[src/design/i128_pkg.sv]
// shared constants and types for the 128-bit alu
`default_nettype none
package i128_pkg;
  localparam int WORD_BITS_DEF = 128;
  localparam int HALF_BITS     = 64;
  localparam int OP_BITS       = 4;
  localparam int SH_BITS       = 8;

  localparam logic [OP_BITS-1:0] OP_ADD = 4'd0;
  localparam logic [OP_BITS-1:0] OP_SUB = 4'd1;
  localparam logic [OP_BITS-1:0] OP_MUL = 4'd2;
  localparam logic [OP_BITS-1:0] OP_DIV = 4'd3;
  localparam logic [OP_BITS-1:0] OP_AND = 4'd4;
  localparam logic [OP_BITS-1:0] OP_OR  = 4'd5;
  localparam logic [OP_BITS-1:0] OP_XOR = 4'd6;
  localparam logic [OP_BITS-1:0] OP_NOT = 4'd7;
  localparam logic [OP_BITS-1:0] OP_SHL = 4'd8;
  localparam logic [OP_BITS-1:0] OP_SAR = 4'd9;
  localparam logic [OP_BITS-1:0] OP_ROL = 4'd10;
  localparam logic [OP_BITS-1:0] OP_ROR = 4'd11;

  localparam logic [1:0] MODE_PASS = 2'd0;
  localparam logic [1:0] MODE_MUL  = 2'd1;
  localparam logic [1:0] MODE_DIV  = 2'd2;

  typedef struct packed {
    logic       vld;
    logic [1:0] mode;
    logic       neg;
    logic       dz;
  } ctl_t;
endpackage
`default_nettype wire

[src/design/i128_cell.sv]
// one cell of the chain: a shift-add multiply step, a restoring divide step, or a pass-through
`default_nettype none
module i128_cell #(
  parameter int WORD_BITS = i128_pkg::WORD_BITS_DEF
) (
  input  wire logic            clk,
  input  wire logic            rst_n,
  input  wire logic            en,
  input  i128_pkg::ctl_t       ctl_i,
  input  wire logic [WORD_BITS-1:0] acc_i,
  input  wire logic [WORD_BITS-1:0] x_i,
  input  wire logic [WORD_BITS-1:0] y_i,
  output i128_pkg::ctl_t       ctl_o,
  output logic [WORD_BITS-1:0] acc_o,
  output logic [WORD_BITS-1:0] x_o,
  output logic [WORD_BITS-1:0] y_o
);
  import i128_pkg::*;

  ctl_t                 ctl_r;
  logic [WORD_BITS-1:0] acc_r, acc_nxt, x_r, x_nxt, y_r, y_nxt, rem_s;
  logic [WORD_BITS:0]   diff;
  logic                 ge;

  always_comb begin
    rem_s   = {acc_i[WORD_BITS-2:0], x_i[WORD_BITS-1]};
    diff    = {1'b0, rem_s} - {1'b0, y_i};
    ge      = !diff[WORD_BITS];
    acc_nxt = acc_i;
    x_nxt   = x_i;
    y_nxt   = y_i;
    case (ctl_i.mode)
      MODE_MUL: begin
        acc_nxt = acc_i + (y_i[0] ? x_i : '0);
        x_nxt   = x_i << 1;
        y_nxt   = y_i >> 1;
      end
      MODE_DIV: begin
        acc_nxt = ge ? diff[WORD_BITS-1:0] : rem_s;
        x_nxt   = {x_i[WORD_BITS-2:0], ge};
      end
      default: ;
    endcase
  end

  always_ff @(posedge clk) begin
    if (!rst_n) begin
      ctl_r <= '0;
    end else if (en) begin
      ctl_r <= ctl_i;
    end
  end

  always_ff @(posedge clk) begin
    if (en) begin
      acc_r <= acc_nxt;
      x_r   <= x_nxt;
      y_r   <= y_nxt;
    end
  end

  assign ctl_o = ctl_r;
  assign acc_o = acc_r;
  assign x_o   = x_r;
  assign y_o   = y_r;
endmodule
`default_nettype wire

[config.mk]
export PLATFORM = sky130hd
export DESIGN_NAME = i128_cell
export DESIGN_NICKNAME = d
export VERILOG_FILES = /design/src/design/i128_pkg.sv /design/src/design/i128_cell.sv
export SDC_FILE = /design/constraint.sdc
export NUM_CORES = 1
export LEC_CHECK = 0
export BUFFER_PORTS_ARGS = -buffer_cell sky130_fd_sc_hd__buf_4
export CORE_AREA = 2 2 304 306
export DETAILED_ROUTE_END_ITERATION = 6
export DIE_AREA = 0 0 306 308
export GPL_TIMING_DRIVEN = 0
export PLACE_DENSITY = 0.69
export SYNTH_ARGS = -nofsm -noshare
export SYNTH_HDL_FRONTEND = slang
export SYNTH_SLANG_ARGS = --single-unit
export TNS_END_PERCENT = 10
[constraint.sdc]
create_clock -name clk -period 4.7 [get_ports clk]
set_clock_uncertainty 0.05 [all_clocks]
set_input_delay 0.235 -clock clk [delete_from_list [all_inputs] [get_ports clk]]
set_output_delay 0.235 -clock clk [all_outputs]
set_load 0.01 [all_outputs]
==> impl_metrics.csv <==
group,metric,value,unit
worst_setup_path,max_stage_delay,1030,ps
clocking,root_buffer,"clkbuf_16",
global_route,grt_pass1_vias,40400,
worst_setup_path,crit_buf_inv,7,
worst_setup_path,end_kind,"flip-flop",
place,post_dp_cell_area,43200,µm²
clocking,clockBufferDepth,3,
worst_setup_path,path_common_cell,"clkbuf_1",
clocking,cts_buffers,48,
layout,multi_input_area,22400,µm²
layout,drive_above_1_share,17.5,%
drt,drt-total-wl,186,mm
layout,final_area,50500,µm²
synth,synth_cell_types,96,
timing,timing.hold.ws,20.0,ps
drt,route.met2.wl,85.7,mm
place,numPortBuffers,780,
drt,top_layer,"met5",
synth,avgSynthCellArea,8.39,µm²
clocking,h-tree-depth,2,
worst_setup_path,r2r_setup_slack,3410,ps
worst_setup_path,slowest_stage,"clkbuf_1",
synth,synth_edf_count,384,
drt,viasPerCell,6.00,
timing,slew-limit-headroom,-9.05,%
worst_setup_path,crit_chain,"buf_4 -> inv_1 -> ha_1 -> clkbuf_1 -> inv_1 -> nor2_1 -> clkbuf_1 -> clkbuf_1 -> clkbuf_1 -> nand4_1 -> o211ai_1",
run_status,violations,"DRC, capacitance limit, slew limit, setup timing",
worst_setup_path,worstPathRequired,5090,ps
synth,synth_cells,4249,
die,die_area,94200,µm²
timing,rsz0062_at_grt,"true",
power_and_ir_drop,leakage,21.2,nW
layout,layout_commonest_cell,"buf_4",
worst_setup_path,critical-path-top-delay-family,"buffers and inverters",
timing,drv_slew,9,
worst_setup_path,crit_arrival,5370,ps
die,ios,781,
drt,wirelength_met1,71.1,mm
global_route,grt_max_degree,119,
drt,drc,2,
timing,post-route-period-util,106,%
clocking,cts_tree,"built",
global_route,grt.overflow.total,0,
synth,synth_seq_cells,389,
synth,synthArstFlopShare,0,%
die,die_h,308,µm
drt,drt-pass1-iter-count,7,
drt,antenna_left,0,
drt,vias,41100,
layout,finalNetCount,6277,
worst_setup_path,critPathMaxFanout,10,
die,fp.coreArea,91000,µm²
worst_setup_path,startpoint_type,"input port",
synth,synth_area,35700,µm²
place,gp_congestion,1.02,
timing,fin_ws,-284,ps
worst_hold_path,min_path_type,"in2reg",
drt,wl_per_cell,27.1,µm
synth,yosysSeqAreaShare,32.6,%
timing,layout_min_cycle_time,4980,ps
worst_setup_path,worst-setup-path-type,"in2reg",
global_route,grt_pass1_wl,263,mm
place,place_hpwl,144,mm
timing,setup_violations,11,
job,cap_violations,1,
drt,wl_met3,17.8,mm
die,die_w,306,µm
power_and_ir_drop,vdd_drop_max,0.000274,V
timing,fmax,201,MHz
timing,hold_viol,0,
clocking,clock-sinks,389,
power_and_ir_drop,power.density,277,nW/µm²
clocking,path_clk_slew,60,ps
synth,syn_nets,4901,
clocking,clk-insertion-delay-late,650,ps
layout,fill_cells,8194,
layout,final-seq-area,11600,µm²
run_status,status,"finished with violations",
drt,drt_iter0_markers,4467,
layout,synthToLayoutAreaGrowth,41.7,%
global_route,grt_antenna_before_repair,18,
global_route,grt_usage,37.7,%
synth,synth_flop_cell,"edfxtp_1",
die,start_util,39.2,%
synth,ys_warn_count,0,
die,rows,111,
timing,worst_pin_slew,1630,ps
layout,final_cell_mix,"793 x buf_4, 536 x dlygate4sd3_1, 448 x nand2_1",
==> synth_stat cells (9+ instances only) <==
library cell  number  area, µm²
nand4_1          132        826
a221oi_1          17        149
o21ai_0          331       1660
a21o_1           120        901
ha_1             259       3240
a21boi_0          14        105
edfxtp_1         384      11500
a21oi_1          417       2090
or2_2              9       56.3
buf_1              9       33.8
o31a_1             9       78.8
a31oi_1           42        263
o21a_1            31        233
a22o_1           127       1110
xor2_1            85        744
a221o_1           10        100
nor2_1           220        826
o211ai_1          29        218
o21bai_1          75        563
nor2b_1           23        144
o221ai_1          22        193
clkbuf_1         229        860
xnor2_1          148       1300
nand2b_1          23        144
o21ai_1           97        485
a211oi_1          19        143
a32oi_1            9       78.8
nand3_1           56        280
o31ai_1           25        188
inv_1            215        807
and2_1           152        951
and3_1            18        113
buf_4             11       82.6
buf_2             27        135
a22oi_1           79        593
nand2_1          449       1690
nor4_1            20        125
nor3_1            64        320
mux2i_1           90        901
or3_1             23        144
==> tightest hold or removal path: stages <==
cell	delay, ps
buf_4	110
inv_1	60
o21ai_0	110
==> state kept, by name, indices dropped and copies added, names as in the netlist <==
signal  cells
y_o       128
x_o       128
acc_o     128
ctl_o       5
==> logic make-up (layout without fill, tap and decap cells) <==
kind of cell             Yosys count  in the layout  synth area share (%)
multiplexers                      95             95                  2.69
XOR/XNOR                         233            233                  5.72
buffers and inverters            492           1905                  5.39
AND/OR/NAND/NOR                 1227           1227                  16.7
adder cells (fa/ha/maj)          260            260                  9.14
other                              0             11                     0
AO/OA/AOI/OAI                   1553           1553                  27.8
flip-flops                       389            389                  32.6
==> path summary, 6_finish.rpt <==
check	from	endpoint	cells after the start
min	y_i[45]	y_o[45]	3
max	ctl_i[3]	acc_o[88]	11
min reg2reg	ctl_o[4]	ctl_o[4]	2
max reg2reg	ctl_o[0]	ctl_o[0]	3
==> metal layers <==
metal | vias to the layer above | track usage (%)
met5 | - | 0
met3 | 502 | 9.35
met4 | 12 | 21.0
met1 | 19700 | 44.8
met2 | 2245 | 62.4
li1 | 18700 | -
==> timing repair <==
action,CTS,global route
hold endpoints to repair,400,0
endpoints found under the setup margin,129,63
setup buffers,3,1
pin swaps,4,3
gates cloned,0,0
hold buffers,536,0
gates resized for setup,33,47
==> report_power, final <==
| group | switching (mW) | internal (mW) |
|---|---|---|
| clock network | 1.66 | 2.27 |
| registers | 0.124 | 4.28 |
| logic | 3.36 | 2.32 |
==> through the flow <==
step                TNS, ps  cells  setup WS (ps)  total power, mW  util (%)
finish                -1240   6859           -284             14.0      55.5
detailed placement  -176780   6222          -1960             9.47      47.5
global route           -449   6849           -130             14.5      55.5
CTS                   -39.9   6848          -18.0             13.8      55.3
floorplan                 0   4249            715             7.20         -
global placement    -225880   6215          -2460             9.46      47.3
==> cell type report <==
cell class              count  area share, %
flip-flops and latches    389           23.0
repair buffers           1327           22.6
inverters                 216           1.60
diodes                     11         0.0545
multi-input cells        3368           44.4
clock buffers              59           2.54
well taps                1186           2.94
clock inverters            28          0.612
plain buffers             275           2.25
(Power assumes the default switching activity.)
