### src/design/i128_pkg.sv
// shared constants and types for the 128-bit alu
`default_nettype none
package i128_pkg;
  localparam int WORD_BITS_DEF = 128;
  localparam int HALF_BITS     = 64;
  localparam int OP_BITS       = 4;
  localparam int SH_BITS       = 8;

  localparam logic [OP_BITS-1:0] OP_ADD = 4'd0;
  localparam logic [OP_BITS-1:0] OP_SUB = 4'd1;
  localparam logic [OP_BITS-1:0] OP_MUL = 4'd2;
  localparam logic [OP_BITS-1:0] OP_DIV = 4'd3;
  localparam logic [OP_BITS-1:0] OP_AND = 4'd4;
  localparam logic [OP_BITS-1:0] OP_OR  = 4'd5;
  localparam logic [OP_BITS-1:0] OP_XOR = 4'd6;
  localparam logic [OP_BITS-1:0] OP_NOT = 4'd7;
  localparam logic [OP_BITS-1:0] OP_SHL = 4'd8;
  localparam logic [OP_BITS-1:0] OP_SAR = 4'd9;
  localparam logic [OP_BITS-1:0] OP_ROL = 4'd10;
  localparam logic [OP_BITS-1:0] OP_ROR = 4'd11;

  localparam logic [1:0] MODE_PASS = 2'd0;
  localparam logic [1:0] MODE_MUL  = 2'd1;
  localparam logic [1:0] MODE_DIV  = 2'd2;

  typedef struct packed {
    logic       vld;
    logic [1:0] mode;
    logic       neg;
    logic       dz;
  } ctl_t;
endpackage
`default_nettype wire

### src/design/i128_post.sv
// result stage: quotient sign fix, zero-divisor handling, output register
`default_nettype none
module i128_post #(
  parameter int WORD_BITS = i128_pkg::WORD_BITS_DEF
) (
  input  wire logic                 clk,
  input  wire logic                 rst_n,
  input  wire logic                 en,
  input  i128_pkg::ctl_t            ctl_i,
  input  wire logic [WORD_BITS-1:0] acc_i,
  input  wire logic [WORD_BITS-1:0] x_i,
  output logic                      vld_o,
  output logic [2*i128_pkg::HALF_BITS-1:0] res_o,
  output logic                      dz_o
);
  import i128_pkg::*;

  logic                 vld_r, dz_r, dz_nxt;
  logic [WORD_BITS-1:0] res_r, res_nxt;

  always_comb begin
    res_nxt = acc_i;
    dz_nxt  = 1'b0;
    if (ctl_i.mode == MODE_DIV) begin
      dz_nxt  = ctl_i.dz;
      res_nxt = ctl_i.dz ? '0 : (ctl_i.neg ? (~x_i + 1'b1) : x_i);
    end
  end

  always_ff @(posedge clk) begin
    if (!rst_n) begin
      vld_r <= 1'b0;
    end else if (en) begin
      vld_r <= ctl_i.vld;
    end
  end

  always_ff @(posedge clk) begin
    if (en) begin
      res_r <= res_nxt;
      dz_r  <= dz_nxt;
    end
  end

  assign vld_o = vld_r;
  assign res_o = (2*HALF_BITS)'(res_r);
  assign dz_o  = dz_r;
endmodule
`default_nettype wire

### config.mk
export PLATFORM = sky130hd
export DESIGN_NAME = i128_post
export DESIGN_NICKNAME = d
export VERILOG_FILES = /design/src/design/i128_pkg.sv /design/src/design/i128_post.sv
export SDC_FILE = /design/constraint.sdc
export NUM_CORES = 1
export LEC_CHECK = 0
export BUFFER_PORTS_ARGS = -buffer_cell sky130_fd_sc_hd__buf_2
export CAP_MARGIN = 30
export CORE_AREA = 2 2 154 156
export CTS_CLUSTER_SIZE = 24
export DETAILED_ROUTE_END_ITERATION = 10
export DIE_AREA = 0 0 156 158
export PLACE_DENSITY_LB_ADDON = 0.3
export SYNTH_ARGS = -nofsm -noshare
export SYNTH_HDL_FRONTEND = slang
export SYNTH_SLANG_ARGS = --single-unit
### constraint.sdc
create_clock -name clk -period 4 [get_ports clk]
set_input_delay 0.6 -clock clk [delete_from_list [all_inputs] [get_ports clk]]
set_output_delay 0.6 -clock clk [all_outputs]
set_load 0.02 [all_outputs]
==> results.txt, run 1 <==
----------------------------------------------------
[Floorplan]
  Placeable core area ... 23100 µm²
  Std cell rows ... 56
  Vertical die dimension ... about 160 µm
  Die width ... 156 µm
  Number of I/O pins ... 394
  Initial core utilization ... 40.6%
  Area of the die ... 24600 µm²

[CTS]
  Htree depth ... 4
  Clock latency of the later-clocked register in the worst-skew pair ... 420 ps
  Number of buffers inserted by post-CTS setup repair ... 0
  Clock buffer count from CTS ... 17
  Root buffer selected by CTS ... clkbuf_16
  Clock transition at the registers of the reported paths ... approximately 60 ps
  Number of instances resized during post-cts repair ... 0
  Count of clock tree sinks ... 130
  Clock Path Buffers ... 2
  Hold-fix buffers at CTS ... 0
  CTS tree ... built

[Final layout]
  Area growth from synthesis to layout ... 32.3%
  Core occupancy in the finished layout ... 53.7%
  Multi-input gate area in the final layout ... 5160 µm²
  Number of filler instances in the final layout ... 2212
  Layout cell share with drive strength beyond 1 ... 35.1%
  Storage cell area ... between 3000 and 4000 µm²
  Net total in the final layout ... 1681

[Route]
  Post-detailed-route wirelength per cell ... 23.5 µm
  Routed wire length on met3 ... 3800 µm
  Highest layer used for signal routing ... met4
  Wire length on met2 ... 19300 µm
  Number of nets with antenna violations after routing ... 0
  Routed wire length ... 40400 µm
  Via total after detailed routing ... 10500
  Residual DRC count ... 0
  Vias/cell ... 6.08
  Starting DRT DRC Count ... 851
  First-pass iteration count of the detailed router ... 5
  Wire length on met1 ... 15800 µm

[Critical path]
  R2R Setup Slk ... roughly 3400 ps
  Arrival @ worst endpoint ... about 3500 ps
  Startpoint class of the critical path ... input port
  Reg2reg start ... vld_o
  Worst setup EP type ... flop
  Data required time of the worst path ... 4140 ps
  Reg-to-reg critical path endpoint ... vld_o
  R2R depth ... 2
  Peak fanout along the critical path ... 7
  Startpoint-to-endpoint class of the critical path ... input port to flop

[Timing]
  Worst Max-Slew Pin Slew ... 798 ps
  Post-route minimum period ... about 3400 ps
  Worst-case headroom to the max-slew limit ... 46.3%
  Setup_tns ... 0 ps
  Count of endpoints failing hold in the final timing report ... 0
  Worst hold slack across all endpoints ... between 400 and 500 ps
  Maximum clock frequency ... 295 MHz
  Number of max-slew violations in the final report ... 0
  Final worst slack ... 615 ps
  Final Cycle Share ... a little over four fifths
  Final worst clock skew ... 0 ps
  Setup repair after global routing missed its margin ... no
  Setup Viol. Count Final ... 0

[Yosys]
  Top FF cell, synth ... edfxtp_1
  Yosys top cell by area ... edfxtp_1
  Cell count after synthesis ... 1034
  Total number of yosys warnings ... 0
  Most frequent cell after synthesis ... nand2_1
  Post-Syn Area ... 9360 µm²
  Cell types with the largest area share after synthesis ... edfxtp_1, xor2_1, nand2_1
  Seq cells post-synth ... 130
  Post-synth top area share ... 41.4%
  Sequential fraction of the synthesis area ... between 40% and 50%
  Most numerous cell types in the synthesized netlist ... nand2_1, edfxtp_1, o21ai_0
  Number of synthesized flops with an enable pin ... 129
  Synth Net Count ... between 1000 and 1500
  Proportion of synthesized flip-flops having asynchronous set or reset ... 0%
  Count of unique library cells instantiated by Yosys ... 61
  Average instance area after synthesis ... 9.05 µm²

[Placement]
  DPL Wire Length ... between 30000 and 40000 µm
  Final GP Congestion ... around 0.96
  Dpl ws ... 254 ps
  Quantity of I/O buffers inserted on ports ... roughly 390

[Run status]
  Result of the run ... finished clean

[Power]
  Total chip power ... 4270 µW
  Maximum vdd ir drop ... 253 µV
  Ratio of total power to cell area ... 345 nW/µm²
  Static leakage ... 0.00503 µW

[Global route]
  Gr usage total ... 31.7%
  Antenna violations before repair ... 2
  Number of global-route vias before repair ... around 10000
  Pin count of the biggest net entering global routing ... between 90 and 100
  GR Overflow Total ... 0
  Global-route wire length before repair ... 58700 µm

[Min path]
  End point of the worst hold path ... vld_o
  Count of cells along the worst hold path ... 2
  Worst hold start ... rst_n
  Worst hold-check path type ... input port to flop

[Flow run]
  Max cap viols ... 0

----------------------------------------------------
through the flow:
step / instance area (µm²) / std cells
4_1_cts: 12400 / 1719
6_report: 12400 / 1721
3_3_place_gp: 11800 / 1687
5_1_grt: 12400 / 1721
3_5_place_dp: 11800 / 1687
2_1_floorplan: 9360 / 1034
state kept, by name, summed over array words and instances, names as in the netlist:
| name | count |
|---|---|
| vld_o | 1 |
| res_o | 128 |
| dz_o | 1 |
layout by cell type (no fill, tap or decap), types with 7 or more instances in the layout:
cell type  instances
o41ai_1           19
nand3b_1           9
nand3_1           35
nor4_1            31
o21ai_0          106
or3_1             33
nor3_1            43
or2_2             13
xor2_1            98
nand2_1          157
nor2_1            42
buf_2            391
o21ai_1            7
a32oi_1            9
inv_1              9
a21oi_1            7
buf_4             38
and3_1            15
nand4_1           31
or4_1             31
o41ai_2            8
edfxtp_1         129
o31ai_1           55
clkbuf_16         17
report_power, final:
part / switching, µW / internal [µW]
Combinational: 600 / 320
Sequential: 36.6 / 1650
Clock: 678 / 991
Total: 1310 / 2960
layout make-up:
type / instances / area share, %
Sequential cell: 130 / 31.5
Clock buffer: 18 / 3.47
Antenna cell: 2 / 0.0404
Tap cell: 290 / 2.93
Inverter: 9 / 0.273
Multi-Input combinational cell: 825 / 41.7
Timing Repair Buffer: 433 / 18.7
Clock inverter: 14 / 1.42
routing by layer:
layer  vias to the layer above  track usage (%)
li1                       4748                -
met1                      4965             39.6
met2                       659             53.5
met3                        85             6.87
met4                         0             13.1
met5                         -                0
how the worst max path moves through the flow:
stage | end | slack [ps] | from | cells after the start
final | res_o[118] | 610 | x_i[66] | 7
after global placement | res_o[118] | 220 | x_i[66] | 7
after detailed placement | res_o[118] | 250 | x_i[66] | 7
after CTS | res_o[118] | 700 | x_i[66] | 7
after floorplan | res_o[109] | 900 | x_i[40] | 8
after global routing | res_o[118] | 500 | x_i[64] | 7
logic make-up (layout without fill, tap and decap cells):
family,Yosys count,after routing,share of synthesized area [%]
AND/OR/NAND/NOR,478,478,27.3
multiplexers,4,4,0.428
other,0,2,0
buffers and inverters,79,474,3.38
adder cells (fa/ha/maj),1,1,0.134
flip-flops,130,130,41.6
AO/OA/AOI/OAI,239,239,17.5
XOR/XNOR,103,103,9.64
critical path, stage by stage:
cell and delay [ps]:
buf_2 110, or4_1 690, nor4_1 670, nand4_1 420, o31ai_1 690, xor2_1 240
o21ai_0 100
No activity file was read; power rests on OpenSTA's default activity.
==> inputs of run 2 (changes only) <==
Settings changed: CORE_AREA 2 2 154 156 to 2 2 152 154, DIE_AREA 0 0 156 158 to 0 0 154 156.
Clock period 4 ns to 2.9 ns, I/O delays scaled along.
==> results.txt, run 2 (synthesized netlist as in run 1, its figures left out) <==
----------------------------------------------------
[Floorplan]
  Placeable core area ... 22400 µm²
  Vertical die dimension ... approximately 160 µm
  Number of I/O pins ... 394
  Initial core utilization ... 41.8%
  Die width ... roughly 150 µm
  Std cell rows ... 55
  Area of the die ... approximately 24000 µm²

[Final layout]
  Layout cell share with drive strength beyond 1 ... between 40% and 50%
  Net total in the final layout ... 1844
  Core occupancy in the finished layout ... 60.9%
  Number of flip-flops in the largest register ... 128
  Number of filler instances in the final layout ... ~2000
  Most common library cell in the layout ignoring fill and taps ... buf_2
  Final cell area excluding filler cells ... 13600 µm²
  Area growth from synthesis to layout ... 45.5%
  Highest-count cells in the layout ignoring fill and taps ... buf_2, buf_4, nand2_1

[Global route]
  Number of global-route vias before repair ... approximately 11000
  Global-route wire length before repair ... 61800 µm
  Met1 global-route usage ... 42.3%
  Global-route met2 utilization ... 58.1%
  Grt met3 use ... 5.53%
  Gr usage total ... 33.7%
  Pin count of the biggest net entering global routing ... 94
  Most utilized layer in the global route result ... met2
  GR Overflow Total ... 0
  Antenna violations before repair ... 6

[CTS]
  Clock latency of the later-clocked register in the worst-skew pair ... 430 ps
  Count of clock tree sinks ... 130
  Hold-fix buffers at CTS ... 0
  Clock Path Buffers ... 2
  Htree depth ... 4
  Clock buffer count from CTS ... 17
  Number of buffers inserted by post-CTS setup repair ... 0
  Clock transition at the registers of the reported paths ... 70 ps
  CTS tree ... built
  Root buffer selected by CTS ... clkbuf_16
  Number of instances resized during post-cts repair ... 0

[Route]
  Number of nets with antenna violations after routing ... 0
  Starting DRT DRC Count ... 1012
  Routed wire length ... 41900 µm
  Via total after detailed routing ... 11100
  First-pass iteration count of the detailed router ... 6
  Post-detailed-route wirelength per cell ... around 22 µm
  Residual DRC count ... 0
  Vias/cell ... 5.89

[Timing]
  Final Cycle Share ... just under 100%
  Worst-case headroom to the max-slew limit ... 40.8%
  Count of endpoints failing hold in the final timing report ... 0
  Worst Max-Slew Pin Slew ... 887 ps
  Setup Viol. Count Final ... 0
  Final worst slack ... between 100 and 150 ps
  Maximum clock frequency ... 357 MHz
  Final worst clock skew ... 0 ps
  Number of max-slew violations in the final report ... 0
  Post-route minimum period ... between 2000 and 3000 ps
  Setup_tns ... 0 ps
  Setup repair after global routing missed its margin ... no

[Power]
  Ratio of total power to cell area ... 433 nW/µm²
  Total chip power ... 5890 µW
  Static leakage ... 0.00579 µW
  Maximum vdd ir drop ... ~350 µV

[Placement]
  Final GP Congestion ... 0.971
  Cell area after placement ... between 10000 and 15000 µm²
  Quantity of I/O buffers inserted on ports ... 393
  DPL Wire Length ... approximately 33000 µm
  Dpl ws ... -343 ps

[Critical path]
  Startpoint-to-endpoint class of the critical path ... input port to flop
  Peak fanout along the critical path ... 10
  Arrival @ worst endpoint ... slightly below 3000 ps
  Data required time of the worst path ... 3080 ps
  Startpoint class of the critical path ... input port
  Worst setup EP type ... flop
  R2R depth ... 2

[Min path]
  Count of cells along the worst hold path ... 2
  Worst hold-check path type ... input port to flop

[Run status]
  Result of the run ... finished clean

[Flow run]
  Max cap viols ... 0

----------------------------------------------------
run 2: cell count changes in the layout (fill, tap and decap cells not counted), moves of 2 or more:
cell / previous run / this run
clkinvlp_4: 0 / 3
buf_12: 3 / 5
bufinv_16: 3 / 1
buf_4: 38 / 198
inv_8: 0 / 2
diode_2: 2 / 6
clkinv_2: 3 / 0
run 2: cell type report:
class | instances | area [µm²] | share of cell area (%)
diodes | 6 | 15.0 | 0.110
flip-flops and latches | 130 | 3890 | 28.6
well taps | 285 | 357 | 2.62
clock inverters | 15 | 149 | 1.09
clock buffers | 17 | 425 | 3.12
repair buffers | 596 | 3570 | 26.2
multi-input cells | 825 | 5170 | 38.0
inverters | 9 | 33.8 | 0.248
run 2: layer usage:
metal  vias up  wire length [µm]  part of all wire, %
met5         -                 0                    0
met1      5312             16700                   40
met3        91              3350                  8.0
li1       5091                 -                    -
met2       599             20600                   49
met4         0              1350                  3.2
run 2: worst paths after layout:
path                end  slack (ps)  startpoint
min               vld_o         210       rst_n
min reg2reg       vld_o         520       vld_o
max          res_o[101]         100     x_i[20]
max reg2reg       vld_o        2320       vld_o
run 2: metrics by stage:
stage / instances / hold slack, ps
2_1_floorplan: 1034 / 547
3_3_place_gp: 1845 / 492
3_5_place_dp: 1845 / 507
4_1_cts: 1877 / 198
5_1_grt: 1883 / 214
6_report: 1883 / 209
run 2: power by group:
part | internal, µW | leakage (µW) | total (µW) | switching (µW)
Clock | 1210 | 0.000273 | 2180 | 974
Sequential | 2270 | 0.00126 | 2330 | 53.8
Combinational | 531 | 0.00425 | 1380 | 850
run 2: worst max-delay path: stages:
cell and delay, ps:
buf_2 120, or4_4 550, or4_1 460, or4_1 500, buf_6 180, o41ai_2 330, buf_4 150, xor2_1 170
o21ai_1 70
